<file path="config.mk">
export PLATFORM = sky130hd
export DESIGN_NAME = halftone_disk_dot_renderer
export DESIGN_NICKNAME = d
export VERILOG_FILES = /design/src/design/hddr_pkg.sv /design/src/design/hddr_front.sv /design/src/design/hddr_queue.sv /design/src/design/hddr_back.sv /design/src/design/halftone_disk_dot_renderer.sv
export VERILOG_INCLUDE_DIRS = /design/src /design/src/design
export SDC_FILE = /design/constraint.sdc
export NUM_CORES = 1
export LEC_CHECK = 0
export ABC_CLOCK_PERIOD_IN_PS = 8000
export BUFFER_PORTS_ARGS = -buffer_cell sky130_fd_sc_hd__buf_2
export CAP_MARGIN = 20
export CORE_UTILIZATION = 60
export CTS_CLUSTER_SIZE = 10
export DETAILED_ROUTE_END_ITERATION = 6
export PLACE_DENSITY = 0.8
export SYNTH_ARGS = -nofsm -noshare
export SYNTH_HDL_FRONTEND = slang
export SYNTH_SLANG_ARGS = --single-unit
export TNS_END_PERCENT = 1
</file>
<file path="constraint.sdc">
create_clock -name clock -period 8 [get_ports clock]
set_clock_uncertainty 0.05 [all_clocks]
set_input_delay 0.4 -clock clock [delete_from_list [all_inputs] [get_ports clock]]
set_output_delay 0.4 -clock clock [all_outputs]
set_load 0.1 [all_outputs]
</file>
<file path="src/design/halftone_disk_dot_renderer_defines.svh">
// Assertion macros shared by the halftone disk dot renderer queue and back end.
`ifndef HALFTONE_DISK_DOT_RENDERER_DEFINES_SVH
`define HALFTONE_DISK_DOT_RENDERER_DEFINES_SVH

// ante implies cons on the same edge; clock and reset are the module's own.
`define HDDR_ASSERT_IMP(lbl, ante, cons) \
   lbl: assert property (@(posedge clock) disable iff (reset) (ante) |-> (cons)) \
      else $error("hddr: implication check failed");

// expr must never be true outside reset.
`define HDDR_ASSERT_NEVER(lbl, expr) \
   lbl: assert property (@(posedge clock) disable iff (reset) !(expr)) \
      else $error("hddr: forbidden condition seen");

`endif

</file>
<file path="src/design/hddr_pkg.sv">
// Shared constants and types of the halftone disk dot renderer.
package hddr_pkg;

   localparam int CELL_PITCH_DEFAULT  = 8;
   localparam int QUEUE_DEPTH_DEFAULT = 4;

   localparam int WEIGHT_W = 8;
   localparam int COORD_W  = 8;
   localparam int SCREEN_W = 11;
   localparam int PIXEL_W  = 24;
   localparam int LEVEL_W  = 5;
   localparam int CSR_AW   = 4;
   localparam int CSR_DW   = 32;

   localparam logic [1:0] CSR_IDX_RED   = 2'd0;
   localparam logic [1:0] CSR_IDX_GREEN = 2'd1;
   localparam logic [1:0] CSR_IDX_BLUE  = 2'd2;

   localparam logic [WEIGHT_W-1:0] WGT_RED_RESET   = 8'd77;
   localparam logic [WEIGHT_W-1:0] WGT_GREEN_RESET = 8'd150;
   localparam logic [WEIGHT_W-1:0] WGT_BLUE_RESET  = 8'd29;

   typedef struct packed {
      logic [LEVEL_W-1:0] level;
      logic [COORD_W-1:0] cell_x;
      logic [COORD_W-1:0] cell_y;
   } item_type;

   typedef struct packed {
      logic head_valid;
      logic almost_full;
      logic full;
   } queue_status_type;

endpackage

</file>
<file path="src/design/hddr_front.sv">
// Front end: takes a pixel, forms luma and the disk size level, pushes to the queue.
module hddr_front (
   input  logic                           clock,
   input  logic                           reset,
   input  logic [hddr_pkg::WEIGHT_W-1:0]  wgt_red,
   input  logic [hddr_pkg::WEIGHT_W-1:0]  wgt_green,
   input  logic [hddr_pkg::WEIGHT_W-1:0]  wgt_blue,
   input  logic                           start,
   output logic                           busy,
   input  logic [hddr_pkg::PIXEL_W-1:0]   pixel_rgb,
   input  logic [hddr_pkg::COORD_W-1:0]   cell_x,
   input  logic [hddr_pkg::COORD_W-1:0]   cell_y,
   input  hddr_pkg::queue_status_type     q_status,
   output logic                           push,
   output hddr_pkg::item_type             push_item
);
   import hddr_pkg::*;

   logic                 stg_v_ff, stg_v_in;
   logic [15:0]          prod_r_ff, prod_g_ff, prod_b_ff;
   logic [COORD_W-1:0]   cx_ff, cy_ff;
   logic                 accept;
   logic [17:0]          sum;
   logic [9:0]           luma_raw;
   logic [7:0]           luma;

   // a word in the product stage still needs a slot
   assign busy   = stg_v_ff ? q_status.almost_full : q_status.full;
   assign accept = start && !busy;
   assign stg_v_in = accept;

   always_ff @(posedge clock) begin
      if (reset) begin
         stg_v_ff <= 1'b0;
      end else begin
         stg_v_ff <= stg_v_in;
      end
   end

   always_ff @(posedge clock) begin
      if (accept) begin
         prod_r_ff <= wgt_red   * pixel_rgb[23:16];
         prod_g_ff <= wgt_green * pixel_rgb[15:8];
         prod_b_ff <= wgt_blue  * pixel_rgb[7:0];
         cx_ff     <= cell_x;
         cy_ff     <= cell_y;
      end
   end

   always_comb begin
      sum      = 18'(prod_r_ff) + 18'(prod_g_ff) + 18'(prod_b_ff);
      luma_raw = sum[17:8];
      luma     = (|luma_raw[9:8]) ? 8'hff : luma_raw[7:0];
   end

   assign push             = stg_v_ff;
   assign push_item.level  = luma[7:3];
   assign push_item.cell_x = cx_ff;
   assign push_item.cell_y = cy_ff;

endmodule

</file>
<file path="src/design/hddr_queue.sv">
// Short item queue between the front end and the raster back end.
`include "halftone_disk_dot_renderer_defines.svh"
module hddr_queue #(
   parameter int DEPTH = hddr_pkg::QUEUE_DEPTH_DEFAULT
) (
   input  logic                        clock,
   input  logic                        reset,
   input  logic                        push,
   input  hddr_pkg::item_type          push_item,
   input  logic                        pop,
   output hddr_pkg::item_type          head_item,
   output hddr_pkg::queue_status_type  q_status
);
   import hddr_pkg::*;

   localparam int CNT_W = $clog2(DEPTH + 1);
   localparam int PTR_W = $clog2(DEPTH);

   item_type           slot_ff [DEPTH];
   logic [PTR_W-1:0]   wr_ptr_ff, wr_ptr_in;
   logic [PTR_W-1:0]   rd_ptr_ff, rd_ptr_in;
   logic [CNT_W-1:0]   count_ff, count_in;

   always_comb begin
      wr_ptr_in = wr_ptr_ff;
      rd_ptr_in = rd_ptr_ff;
      count_in  = count_ff;
      if (push) begin
         wr_ptr_in = (wr_ptr_ff == PTR_W'(DEPTH - 1)) ? '0 : wr_ptr_ff + 1'b1;
      end
      if (pop) begin
         rd_ptr_in = (rd_ptr_ff == PTR_W'(DEPTH - 1)) ? '0 : rd_ptr_ff + 1'b1;
      end
      if (push && !pop) begin
         count_in = count_ff + 1'b1;
      end else if (pop && !push) begin
         count_in = count_ff - 1'b1;
      end
   end

   always_ff @(posedge clock) begin
      if (reset) begin
         wr_ptr_ff <= '0;
         rd_ptr_ff <= '0;
         count_ff  <= '0;
      end else begin
         wr_ptr_ff <= wr_ptr_in;
         rd_ptr_ff <= rd_ptr_in;
         count_ff  <= count_in;
      end
   end

   always_ff @(posedge clock) begin
      if (push) begin
         slot_ff[wr_ptr_ff] <= push_item;
      end
   end

   assign head_item            = slot_ff[rd_ptr_ff];
   assign q_status.head_valid  = (count_ff != '0);
   assign q_status.almost_full = (count_ff >= CNT_W'(DEPTH - 1));
   assign q_status.full        = (count_ff == CNT_W'(DEPTH));

   `HDDR_ASSERT_NEVER(a_queue_no_overflow, push && count_ff == CNT_W'(DEPTH))
   `HDDR_ASSERT_NEVER(a_queue_no_underflow, pop && count_ff == '0)

endmodule

</file>
<file path="src/design/hddr_back.sv">
// Back end: walks the disk raster, counts covered subsamples, drives result words.
`include "halftone_disk_dot_renderer_defines.svh"
module hddr_back #(
   parameter int CELL_PITCH = hddr_pkg::CELL_PITCH_DEFAULT
) (
   input  logic                           clock,
   input  logic                           reset,
   input  hddr_pkg::queue_status_type     q_status,
   input  hddr_pkg::item_type             head_item,
   output logic                           pop,
   output logic                           out_strobe,
   output logic [hddr_pkg::SCREEN_W-1:0]  out_screen_x,
   output logic [hddr_pkg::SCREEN_W-1:0]  out_screen_y,
   output logic [hddr_pkg::PIXEL_W-1:0]   out_gray_pixel,
   output logic                           out_last
);
   import hddr_pkg::*;

   localparam int HALF  = CELL_PITCH / 2;
   localparam int SIDE  = 2 * HALF - 1;
   localparam int CNT_W = $clog2(SIDE + 1);
   localparam int LIM_W = 16 + $clog2(HALF * HALF + 1);
   localparam int CMP_W = (LIM_W > 20) ? LIM_W : 20;

   localparam logic [CNT_W-1:0] CTR_POS  = CNT_W'(HALF - 1);
   localparam logic [CNT_W-1:0] LAST_POS = CNT_W'(SIDE - 1);

   // issue stage: raster position of the current disk
   logic                 act_ff, act_in;
   logic [CNT_W-1:0]     row_ff, row_in, col_ff, col_in;
   logic [LIM_W-1:0]     lim_ff, lim_in;
   logic [COORD_W-1:0]   cx_ff, cx_in, cy_ff, cy_in;
   logic                 at_last;
   logic [7:0]           base;

   // compare stage
   logic                 cmp_v_ff;
   logic [15:0]          hit_ff, hit_in;
   logic [SCREEN_W-1:0]  sx_ff, sy_ff;
   logic                 last_ff;

   // output stage
   logic                 out_v_ff;
   logic [SCREEN_W-1:0]  out_x_ff, out_y_ff;
   logic [PIXEL_W-1:0]   out_gray_ff;
   logic                 out_last_ff;

   logic [CNT_W-1:0]     dy_full, dx_full;
   logic [1:0]           dy, dx;
   logic [3:0]           cov;
   int                   ones;

   assign at_last = (row_ff == LAST_POS) && (col_ff == LAST_POS);
   assign pop     = q_status.head_valid && (!act_ff || at_last);
   assign base    = 8'd128 + 8'(head_item.level);

   always_comb begin
      act_in = act_ff;
      row_in = row_ff;
      col_in = col_ff;
      lim_in = lim_ff;
      cx_in  = cx_ff;
      cy_in  = cy_ff;
      if (pop) begin
         act_in = 1'b1;
         row_in = '0;
         col_in = '0;
         lim_in = LIM_W'(LIM_W'(16'(base * base)) * LIM_W'(HALF * HALF));
         cx_in  = head_item.cell_x;
         cy_in  = head_item.cell_y;
      end else if (act_ff) begin
         if (at_last) begin
            act_in = 1'b0;
         end else if (col_ff == LAST_POS) begin
            col_in = '0;
            row_in = row_ff + 1'b1;
         end else begin
            col_in = col_ff + 1'b1;
         end
      end
   end

   always_ff @(posedge clock) begin
      if (reset) begin
         act_ff <= 1'b0;
      end else begin
         act_ff <= act_in;
      end
   end

   always_ff @(posedge clock) begin
      row_ff <= row_in;
      col_ff <= col_in;
      lim_ff <= lim_in;
      cx_ff  <= cx_in;
      cy_ff  <= cy_in;
   end

   // 4x4 subsample disk test
   always_comb begin
      logic [3:0]       p, q;
      logic [8:0]       s;
      logic [CMP_W-1:0] d;
      dy_full = (row_ff > CTR_POS) ? row_ff - CTR_POS : CTR_POS - row_ff;
      dx_full = (col_ff > CTR_POS) ? col_ff - CTR_POS : CTR_POS - col_ff;
      dy      = 2'(dy_full);
      dx      = 2'(dx_full);
      hit_in  = '0;
      for (int u = 0; u < 4; u++) begin
         for (int v = 0; v < 4; v++) begin
            p = {dy, 2'(u)};
            q = {dx, 2'(v)};
            s = 9'(8'(p * p)) + 9'(8'(q * q));
            d = CMP_W'(CMP_W'(s) * CMP_W'(1600));
            hit_in[u * 4 + v] = (d < CMP_W'(lim_ff));
         end
      end
   end

   always_ff @(posedge clock) begin
      if (reset) begin
         cmp_v_ff <= 1'b0;
      end else begin
         cmp_v_ff <= act_ff;
      end
   end

   always_ff @(posedge clock) begin
      hit_ff  <= hit_in;
      sx_ff   <= SCREEN_W'(SCREEN_W'(cx_ff) * SCREEN_W'(CELL_PITCH) + SCREEN_W'(col_ff));
      sy_ff   <= SCREEN_W'(SCREEN_W'(cy_ff) * SCREEN_W'(CELL_PITCH) + SCREEN_W'(row_ff));
      last_ff <= at_last;
   end

   always_comb begin
      ones = $countones(hit_ff);
      cov  = (ones > 15) ? 4'hf : 4'(ones);
   end

   always_ff @(posedge clock) begin
      if (reset) begin
         out_v_ff <= 1'b0;
      end else begin
         out_v_ff <= cmp_v_ff;
      end
   end

   always_ff @(posedge clock) begin
      out_x_ff    <= sx_ff;
      out_y_ff    <= sy_ff;
      out_gray_ff <= {cov, 4'h0, cov, 4'h0, cov, 4'h0};
      out_last_ff <= last_ff;
   end

   assign out_strobe     = out_v_ff;
   assign out_screen_x   = out_x_ff;
   assign out_screen_y   = out_y_ff;
   assign out_gray_pixel = out_gray_ff;
   assign out_last       = out_v_ff && out_last_ff;

   `HDDR_ASSERT_IMP(a_back_raster_range, act_ff, (row_ff <= LAST_POS) && (col_ff <= LAST_POS))
   `HDDR_ASSERT_IMP(a_back_run_ends_on_last, $fell(out_v_ff), $past(out_last_ff))

endmodule

</file>
<file path="src/design/halftone_disk_dot_renderer.sv">
// Top level of the halftone disk dot renderer: register port and module wiring.
// Each word taken on start expands into a run of (2*(CELL_PITCH/2)-1)^2 gray
// result words, 49 at the default CELL_PITCH of 8, one per clock, in row order,
// rsp_last marking the final one. The back end's raster counter issues one
// disk pixel per cycle; runs of consecutive items follow each other with no
// gap. The receiver cannot stall: rsp_strobe marks each result for exactly one
// cycle. A word passes the product stage, the queue, the raster issue stage,
// the compare stage and the output stage before its first result reaches the
// ports. Up to QUEUE_DEPTH words wait in a queue ahead of the raster; busy is
// high while it has no room. The user must write luma weights over the register
// port only while the block is idle; the block itself does not enforce it.
module halftone_disk_dot_renderer #(
   parameter int CELL_PITCH  = hddr_pkg::CELL_PITCH_DEFAULT,
   parameter int QUEUE_DEPTH = hddr_pkg::QUEUE_DEPTH_DEFAULT
) (
   input  logic                           clock,
   input  logic                           reset,
   input  logic                           start,
   output logic                           busy,
   input  logic [hddr_pkg::PIXEL_W-1:0]   req_pixel_rgb,
   input  logic [hddr_pkg::COORD_W-1:0]   req_cell_x,
   input  logic [hddr_pkg::COORD_W-1:0]   req_cell_y,
   output logic                           rsp_strobe,
   output logic [hddr_pkg::SCREEN_W-1:0]  rsp_screen_x,
   output logic [hddr_pkg::SCREEN_W-1:0]  rsp_screen_y,
   output logic [hddr_pkg::PIXEL_W-1:0]   rsp_gray_pixel,
   output logic                           rsp_last,
   input  logic                           psel,
   input  logic                           penable,
   input  logic                           pwrite,
   input  logic [hddr_pkg::CSR_AW-1:0]    paddr,
   input  logic [hddr_pkg::CSR_DW-1:0]    pwdata,
   output logic [hddr_pkg::CSR_DW-1:0]    prdata,
   output logic                           pready
);
   import hddr_pkg::*;

   logic [WEIGHT_W-1:0] wgt_red_ff, wgt_green_ff, wgt_blue_ff;
   logic                csr_wr;
   logic [1:0]          csr_idx;

   queue_status_type    q_status;
   item_type            push_item, head_item;
   logic                push, pop;

   assign pready  = 1'b1;
   assign csr_idx = paddr[3:2];
   assign csr_wr  = psel && penable && pwrite;

   always_ff @(posedge clock) begin
      if (reset) begin
         wgt_red_ff   <= WGT_RED_RESET;
         wgt_green_ff <= WGT_GREEN_RESET;
         wgt_blue_ff  <= WGT_BLUE_RESET;
      end else if (csr_wr) begin
         unique case (csr_idx)
            CSR_IDX_RED:   wgt_red_ff   <= pwdata[WEIGHT_W-1:0];
            CSR_IDX_GREEN: wgt_green_ff <= pwdata[WEIGHT_W-1:0];
            CSR_IDX_BLUE:  wgt_blue_ff  <= pwdata[WEIGHT_W-1:0];
            default: ;
         endcase
      end
   end

   always_comb begin
      unique case (csr_idx)
         CSR_IDX_RED:   prdata = CSR_DW'(wgt_red_ff);
         CSR_IDX_GREEN: prdata = CSR_DW'(wgt_green_ff);
         CSR_IDX_BLUE:  prdata = CSR_DW'(wgt_blue_ff);
         default:       prdata = '0;
      endcase
   end

   hddr_front u_front (
      .clock     (clock),
      .reset     (reset),
      .wgt_red   (wgt_red_ff),
      .wgt_green (wgt_green_ff),
      .wgt_blue  (wgt_blue_ff),
      .start     (start),
      .busy      (busy),
      .pixel_rgb (req_pixel_rgb),
      .cell_x    (req_cell_x),
      .cell_y    (req_cell_y),
      .q_status  (q_status),
      .push      (push),
      .push_item (push_item)
   );

   hddr_queue #(
      .DEPTH (QUEUE_DEPTH)
   ) u_queue (
      .clock     (clock),
      .reset     (reset),
      .push      (push),
      .push_item (push_item),
      .pop       (pop),
      .head_item (head_item),
      .q_status  (q_status)
   );

   hddr_back #(
      .CELL_PITCH (CELL_PITCH)
   ) u_back (
      .clock          (clock),
      .reset          (reset),
      .q_status       (q_status),
      .head_item      (head_item),
      .pop            (pop),
      .out_strobe     (rsp_strobe),
      .out_screen_x   (rsp_screen_x),
      .out_screen_y   (rsp_screen_y),
      .out_gray_pixel (rsp_gray_pixel),
      .out_last       (rsp_last)
   );

endmodule

</file>
Word level (Yosys, flattened, before mapping)
Memories as Yosys holds them, arrays and structs flattened. A register that Yosys moved wholly into a read port is not among the register bits.
Index checks and enable logic that the tools add are counted.
{ "totals": {"elab_cells": 171, "ramBits": 84, "ff_bits": 211, "memories": 1} }
{ "classes": {"add_sub_neg": 46, "n_mux": 18, "order_cmp": 20, "reduce_logical": 22, "bitwise_logic": 1, "mul": 28, "eq_ne": 7} }
{ "mem_list": {"columns": ["name", "depth", "width", "read_ports", "rd_clocked_by_memory_dff", "write_ports", "line", "text"], "rows": [
  ["u_queue.slot_ff", 4, 21, 1, 1, 1, "hddr_queue.sv:19", "item_type slot_ff [DEPTH];"]
]} }
{ "ops": {"columns": ["operator", "n"], "rows": [
  ["20-bit less-than comparator", 16],
  ["32-bit adder", 7],
  ["9-bit by 5-bit multiplier with 14-bit output (second input constant)", 16],
  ["8-bit by 8-bit adder with 9-bit output", 16],
  ["8-bit by 8-bit multiplier with 16-bit output", 4],
  ["32-bit by 5-bit greater-than comparator with 1-bit output (second input constant)", 1],
  ["4-bit by 4-bit multiplier with 8-bit output", 4],
  ["8-bit one-hot mux with 3 select lines", 1],
  ["11-bit by 3-bit adder with 11-bit output", 2],
  ["18-bit by 16-bit adder with 18-bit output", 1],
  ["16-bit by 16-bit adder with 17-bit output", 1],
  ["1-bit by 1-bit adder with 2-bit output", 8],
  ["3-bit by 3-bit multiplier with 6-bit output", 2],
  ["2-bit two-way mux", 6],
  ["3-bit by 1-bit adder with 3-bit output (second input constant)", 3],
  ["3-bit equality test (second input constant)", 3],
  ["3-bit two-way mux", 3],
  ["8-bit by 5-bit adder with 8-bit output (first input constant)", 1],
  ["1-bit logical AND", 8],
  ["2-bit by 2-bit multiplier with 4-bit output", 2],
  ["8-bit two-way mux", 1],
  ["2-bit AND reduction", 4],
  ["2-bit equality test (second input constant)", 3],
  ["3-bit by 2-bit greater-than comparator with 1-bit output (second input constant)", 2],
  ["other kinds (16)", 27]
]} }

Logic depth before layout (Yosys ltp)
{ "logic_depth": {"ltp_word": 7, "ltp_mapped": 27} }

Cells and area by module
A second synthesis with hierarchy kept.
{ "unflattened": {"cells_unflattened": 2992, "area_unflattened_um2": 30795.8} }
{ "by_module_without_submodules": {"columns": ["mod", "n_inst", "area_each_um2", "seq_area_each_um2", "cells_each"], "rows": [
  ["hddr_back", 1, 16902.5, 2372.3, 1813],
  ["hddr_front", 1, 9044.9, 1941.9, 872],
  ["hddr_queue", 1, 3480.8, 2702.6, 154],
  ["halftone_disk_dot_renderer", 1, 1367.6, 480.5, 153]
]} }

Least setup slack after synthesis
OpenSTA, ideal clock, no wires.
{ "synth_path": {"kind": "reg2reg", "from": "register u_back.col_ff[0]", "to": "register u_back.hit_ff[14]", "required_time_ns": 7.835, "path_buffers": 2, "synth_period_minus_slack_ns": 7.114, "arrival_time_ns": 6.949, "stages_incl_launch_ff": 26, "slack_ns": 0.886, "path_cell_list": "dfxtp_1 clkbuf_1 inv_1 ha_1 o31ai_1 ha_1 clkbuf_1 xor2_1 xnor2_1 ha_1 fa_1 ha_1 ha_1 fa_1 ha_1 o21ai_0 a21oi_1 nor2_1 xnor2_1 ha_1 nand4_1 nor2_1 a2111oi_0 o31a_1 o21bai_1 a2111oi_0"} }
{ "synth_via": {"elab_chain_cells": 6} }
{ "synth_lines": {"columns": ["element", "line", "text"], "rows": [
  ["start: declaration", "hddr_back.sv:30", "logic [CNT_W-1:0] row_ff, row_in, col_ff, col_in;"],
  ["start signal: assignment", "hddr_back.sv:93", "col_ff <= col_in;"],
  ["3-bit by 2-bit greater-than comparator with 1-bit output or 2-bit subtractor (tied branches)", "hddr_back.sv:105", "dx_full = (col_ff > CTR_POS) ? col_ff - CTR_POS : CTR_POS - col_ff;"],
  ["2-bit two-way mux *", "hddr_back.sv:105", null],
  ["3-bit by 3-bit multiplier with 6-bit output *", "hddr_back.sv:113", "s = 9'(8'(p * p)) + 9'(8'(q * q));"],
  ["8-bit by 8-bit adder with 9-bit output *", "hddr_back.sv:113", null],
  ["9-bit by 5-bit multiplier with 14-bit output *", "hddr_back.sv:114", "d = CMP_W'(CMP_W'(s) * CMP_W'(1600));"],
  ["20-bit less-than comparator *", "hddr_back.sv:115", "hit_in[u * 4 + v] = (d < CMP_W'(lim_ff));"],
  ["via u_back.hit_in[14]", "hddr_back.sv:38", "logic [15:0] hit_ff, hit_in;"],
  ["end signal: assignment", "hddr_back.sv:129", "hit_ff <= hit_in;"],
  ["end: declaration", "hddr_back.sv:38", null]
]} }
Mark *: on every way through the listed nets, which the timed path passes. The rest lies on a longest branch.
A chain may end at the register's enable or synchronous reset.

Worst setup path in the final report
Ends and elaborated chain as after synthesis.

==> summary.txt <==
Logic synthesis
  – Area fraction in compound gates after synthesis: 0.1189
  – Area share of and/or/nand/nor cells after synthesis: 0.1101
  – Avg Cell Area, Syn: 10.08 um^2
  – Number of synthesized flops with an enable pin: 177
  – Asr flop ratio synth: 0
  – Synth cell types: 74
  – Post-Synthesis Cells: 3,077
  – FF+latch count, synth: 286
  – Synth Area in XOR/XNOR: 0.06577
  – Synth Flop Type: edfxtp_1
  – Multiplexer share of the synthesized area: 0.02399
  – Sequential area share after synthesis: 0.2416
  – Adder-Cell Fraction of Synth Area: 0.3854
  – YS warnings: 0
  – Post-Syn Area: 31,030 um^2
  – Largest family of logic cells by synthesized area: adder cells

STA
  – Setup violations, final: 0
  – Fin crit period: 7.300 ns
  – Tcrit/Tclk final: 0.9125
  – Final hold vios: 0
  – RSZ-0062 raised after global routing: no
  – Max Freq: 137.0 MHz
  – Setup_tns: 0 ns
  – Max-slew violations: 0
  – Relative slew slack: 0.2576
  – Actual slew at the worst max-slew pin: 1.112 ns

Clock tree
  – CTS buffer count: 37
  – Clock root buffer: clkbuf_16
  – H-tree depth: 2
  – CTS tree: built
  – Clock transition at the registers of the reported paths: 0.05 ns
  – Clk sinks: 286
  – Worst-case clock buffer depth: 3
  – Later-pin clock latency in the skew report: 0.58 ns

Global route
  – First-pass GRT wire length: 114,200 um
  – GRT busiest layer: met2
  – Grt ovf: 0
  – GR Layer Usage met2: 0.4930
  – M1 GR Usage: 0.3109
  – Largest net degree at the start of global routing: 66
  – Number of global-route vias before repair: 23,590
  – Initial antenna violation count: 1
  – Total track usage: 0.2671
  – Met3 track demand over resource: 0.03324

Die
  – Die area: 52,620 um^2
  – IO Pins: 164
  – Core area: 50,580 um^2
  – Die Wd: 229.4 um
  – Initial core utilization: 0.6134
  – FP Rows: 82
  – Chip height: 229.4 um

Min path
  – Worst min path class: in2reg

Finish
  – Area delta synth->final: 8.271%
  – Share of cells above drive strength 1: 0.06642
  – Fillers: 3,837
  – Nets: 4,137
  – Design area: 33,590 um^2

Place
  – Area after DPL: 32,090 um^2
  – PortBufs: 100
  – GP Congestion: 0.9314
  – Dpl hpwl: 53,590 um

Drt
  – Pre-Repair DR Iteration Count: 5
  – WL/cell: 17.83 um
  – Via density: 5.814
  – Routed WL: 69,500 um
  – Antenna Nets Post-Route: 0
  – Vias: 22,660
  – Drt first-iter violations: 1,199
  – DRC viols: 0

Setup path
  – Critical Path Source Type: flip-flop
  – Required time worst endpoint: 8.38 ns
  – Setup slack, reg-to-reg: 0.70 ns
  – Crit end category: flip-flop
  – CP arrival: 7.68 ns
  – Setup Crit Path Kind: reg2reg
  – Largest fanout on the critical path: 15

Run
  – Number of max-cap violations: 0

Status
  – Status: finished clean
[per-layer routing]
layer	up-vias	share of wire
met5	-	0
met4	0	0.037
met3	161	0.040
met2	568	0.51
met1	10910	0.41
li1	11020	-
[worst paths after layout]
check | cells past startpoint | start | end
setup / recovery | 25 | u_back.col_ff[0] | u_back.hit_ff[14]
setup reg to reg | 25 | u_back.col_ff[0] | u_back.hit_ff[14]
hold / removal | 2 | pwdata[3] | wgt_red_ff[3]
hold reg to reg | 0 | u_back.sx_ff[5] | u_back.out_screen_x[5]
[placed cells by master (no fill, tap or decap), drive strengths merged, types with 14 or more instances in the layout]
cell type    netlist  final
ha               707    707
mux4              21     21
dfxtp            109    109
nor3              30     30
nand2b            28     28
fa               155    155
a211oi            18     18
o31a              18     18
and3              14     14
o21ai            106    106
xnor2            154    154
xor2              79     79
mux2i             26     26
edfxtp           177    177
o41ai             15     15
o211ai            16     16
a21oi            157    157
and2             125    125
nor2b             48     48
buf               48    118
a211o             17     17
clkbuf            45     58
nand3             34     34
nor2             157    157
a21o              69     69
inv              303    304
nand2            187    187
a31oi             24     24
dlygate4sd3        0     17
o21a              36     36
o21bai            16     16
conb               2     37
[cell families after synthesis]
logic type / Yosys count
buf+inv: 397
mux: 48
fa+ha+maj: 863
xor+xnor: 233
other cells: 2
flops: 286
simple gates: 690
compound gates: 558
[cell type report]
cell class / count / area [um^2] / share of cell area
Clock buffer: 58 / 1025 / 0.03050
Sequential cell: 286 / 7498 / 0.2232
Timing Repair Buffer: 135 / 860.8 / 0.02562
Antenna cell: 3 / 7.507 / 0.0002235
Clock inverter: 10 / 219.0 / 0.006518
Inverter: 304 / 1141 / 0.03397
Multi-Input combinational cell: 2429 / 22000 / 0.6549
Tap cell: 672 / 840.8 / 0.02503
[synthesized netlist by cell type, drive strengths merged, types with 9 or more instances]
cell type / n / area, um^2
or3: 11 / 68.82
a21o: 69 / 519.3
nor3: 30 / 150.1
buf: 48 / 362.8
xnor2: 154 / 1349
a31oi: 24 / 150.1
a221o: 10 / 100.1
mux4: 21 / 473.0
a21oi: 157 / 797.0
or2: 11 / 68.82
a31o: 9 / 78.83
dfxtp: 109 / 2182
o21ai: 106 / 545.5
xor2: 79 / 691.9
nand3b: 9 / 67.56
mux2i: 26 / 260.3
clkbuf: 45 / 168.9
o31a: 18 / 157.7
nand3: 34 / 170.2
nor4: 12 / 75.07
o21bai: 16 / 120.1
a211o: 17 / 148.9
and2: 125 / 784.5
nand4: 11 / 68.82
nand2b: 28 / 175.2
o31ai: 12 / 90.09
a2111oi: 12 / 105.1
a211oi: 18 / 135.1
nor2: 157 / 589.3
o41ai: 15 / 131.4
nor2b: 48 / 300.3
o21a: 36 / 270.3
inv: 303 / 1137
nand2: 187 / 701.9
ha: 707 / 8846
o211ai: 16 / 133.9
fa: 155 / 3103
edfxtp: 177 / 5315
and3: 14 / 87.58
[registers in the layout, summed over array words and instances, names as in the netlist, 3 cells and up, named ones only]
name / count
wgt_red_ff: 8
u_back.lim_ff: 13
u_back.out_gray_pixel: 4
u_front.cx_ff: 8
u_queue.count_ff: 3
u_back.sy_ff: 11
u_front.prod_g_ff: 16
u_back.col_ff: 3
u_back.sx_ff: 11
wgt_blue_ff: 8
u_front.prod_b_ff: 16
u_back.out_screen_y: 11
u_front.cy_ff: 8
u_back.row_ff: 3
u_front.prod_r_ff: 16
wgt_green_ff: 8
u_back.cy_ff: 8
u_queue.slot_ff: 84
u_back.hit_ff: 16
u_back.cx_ff: 8
u_back.out_screen_x: 11
[timing repair]
| item | CTS | global route |
|---|---|---|
| hold endpoints to repair | 17 | 0 |
| gates resized for setup | 0 | 1 |
| hold buffers | 17 | 0 |
| setup buffers | 0 | 0 |
| setup endpoints to repair | 0 | 1 |
[critical path: stages, from the launching register on]
cell and delay, ns:
dfxtp_1 0.33, buf_4 0.23, inv_1 0.09, ha_1 0.31, o31ai_1 0.24, buf_4 0.19
ha_1 0.58, xor2_1 0.48, xnor2_1 0.27, ha_1 0.28, fa_1 0.66, ha_1 0.29
ha_1 0.31, fa_1 0.47, ha_1 0.33, o21ai_0 0.09, a21oi_1 0.20, nor2_1 0.08
xnor2_1 0.13, ha_1 0.29, nand4_1 0.12, nor2_1 0.06, a2111oi_0 0.45, o31a_1 0.21
o21bai_1 0.07, a2111oi_0 0.34
[per-stage QoR]
stage	std cells	hold slack [ns]	util	setup WS, ns
6_report	3897	0.03040	0.6642	0.7001
5_1_grt	3895	0.01731	0.6641	0.09322
4_1_cts	3890	0.009212	0.6623	0.6285
3_5_place_dp	3805	0.2621	0.6343	0.6259
3_3_place_gp	3805	0.2605	0.6343	0.8733
2_1_floorplan	3112	0.2596	-	0.8861
Power is left out: the tool's default activity adds up to more than one toggle a clock period on the data nets, which glitch-free logic cannot reach.
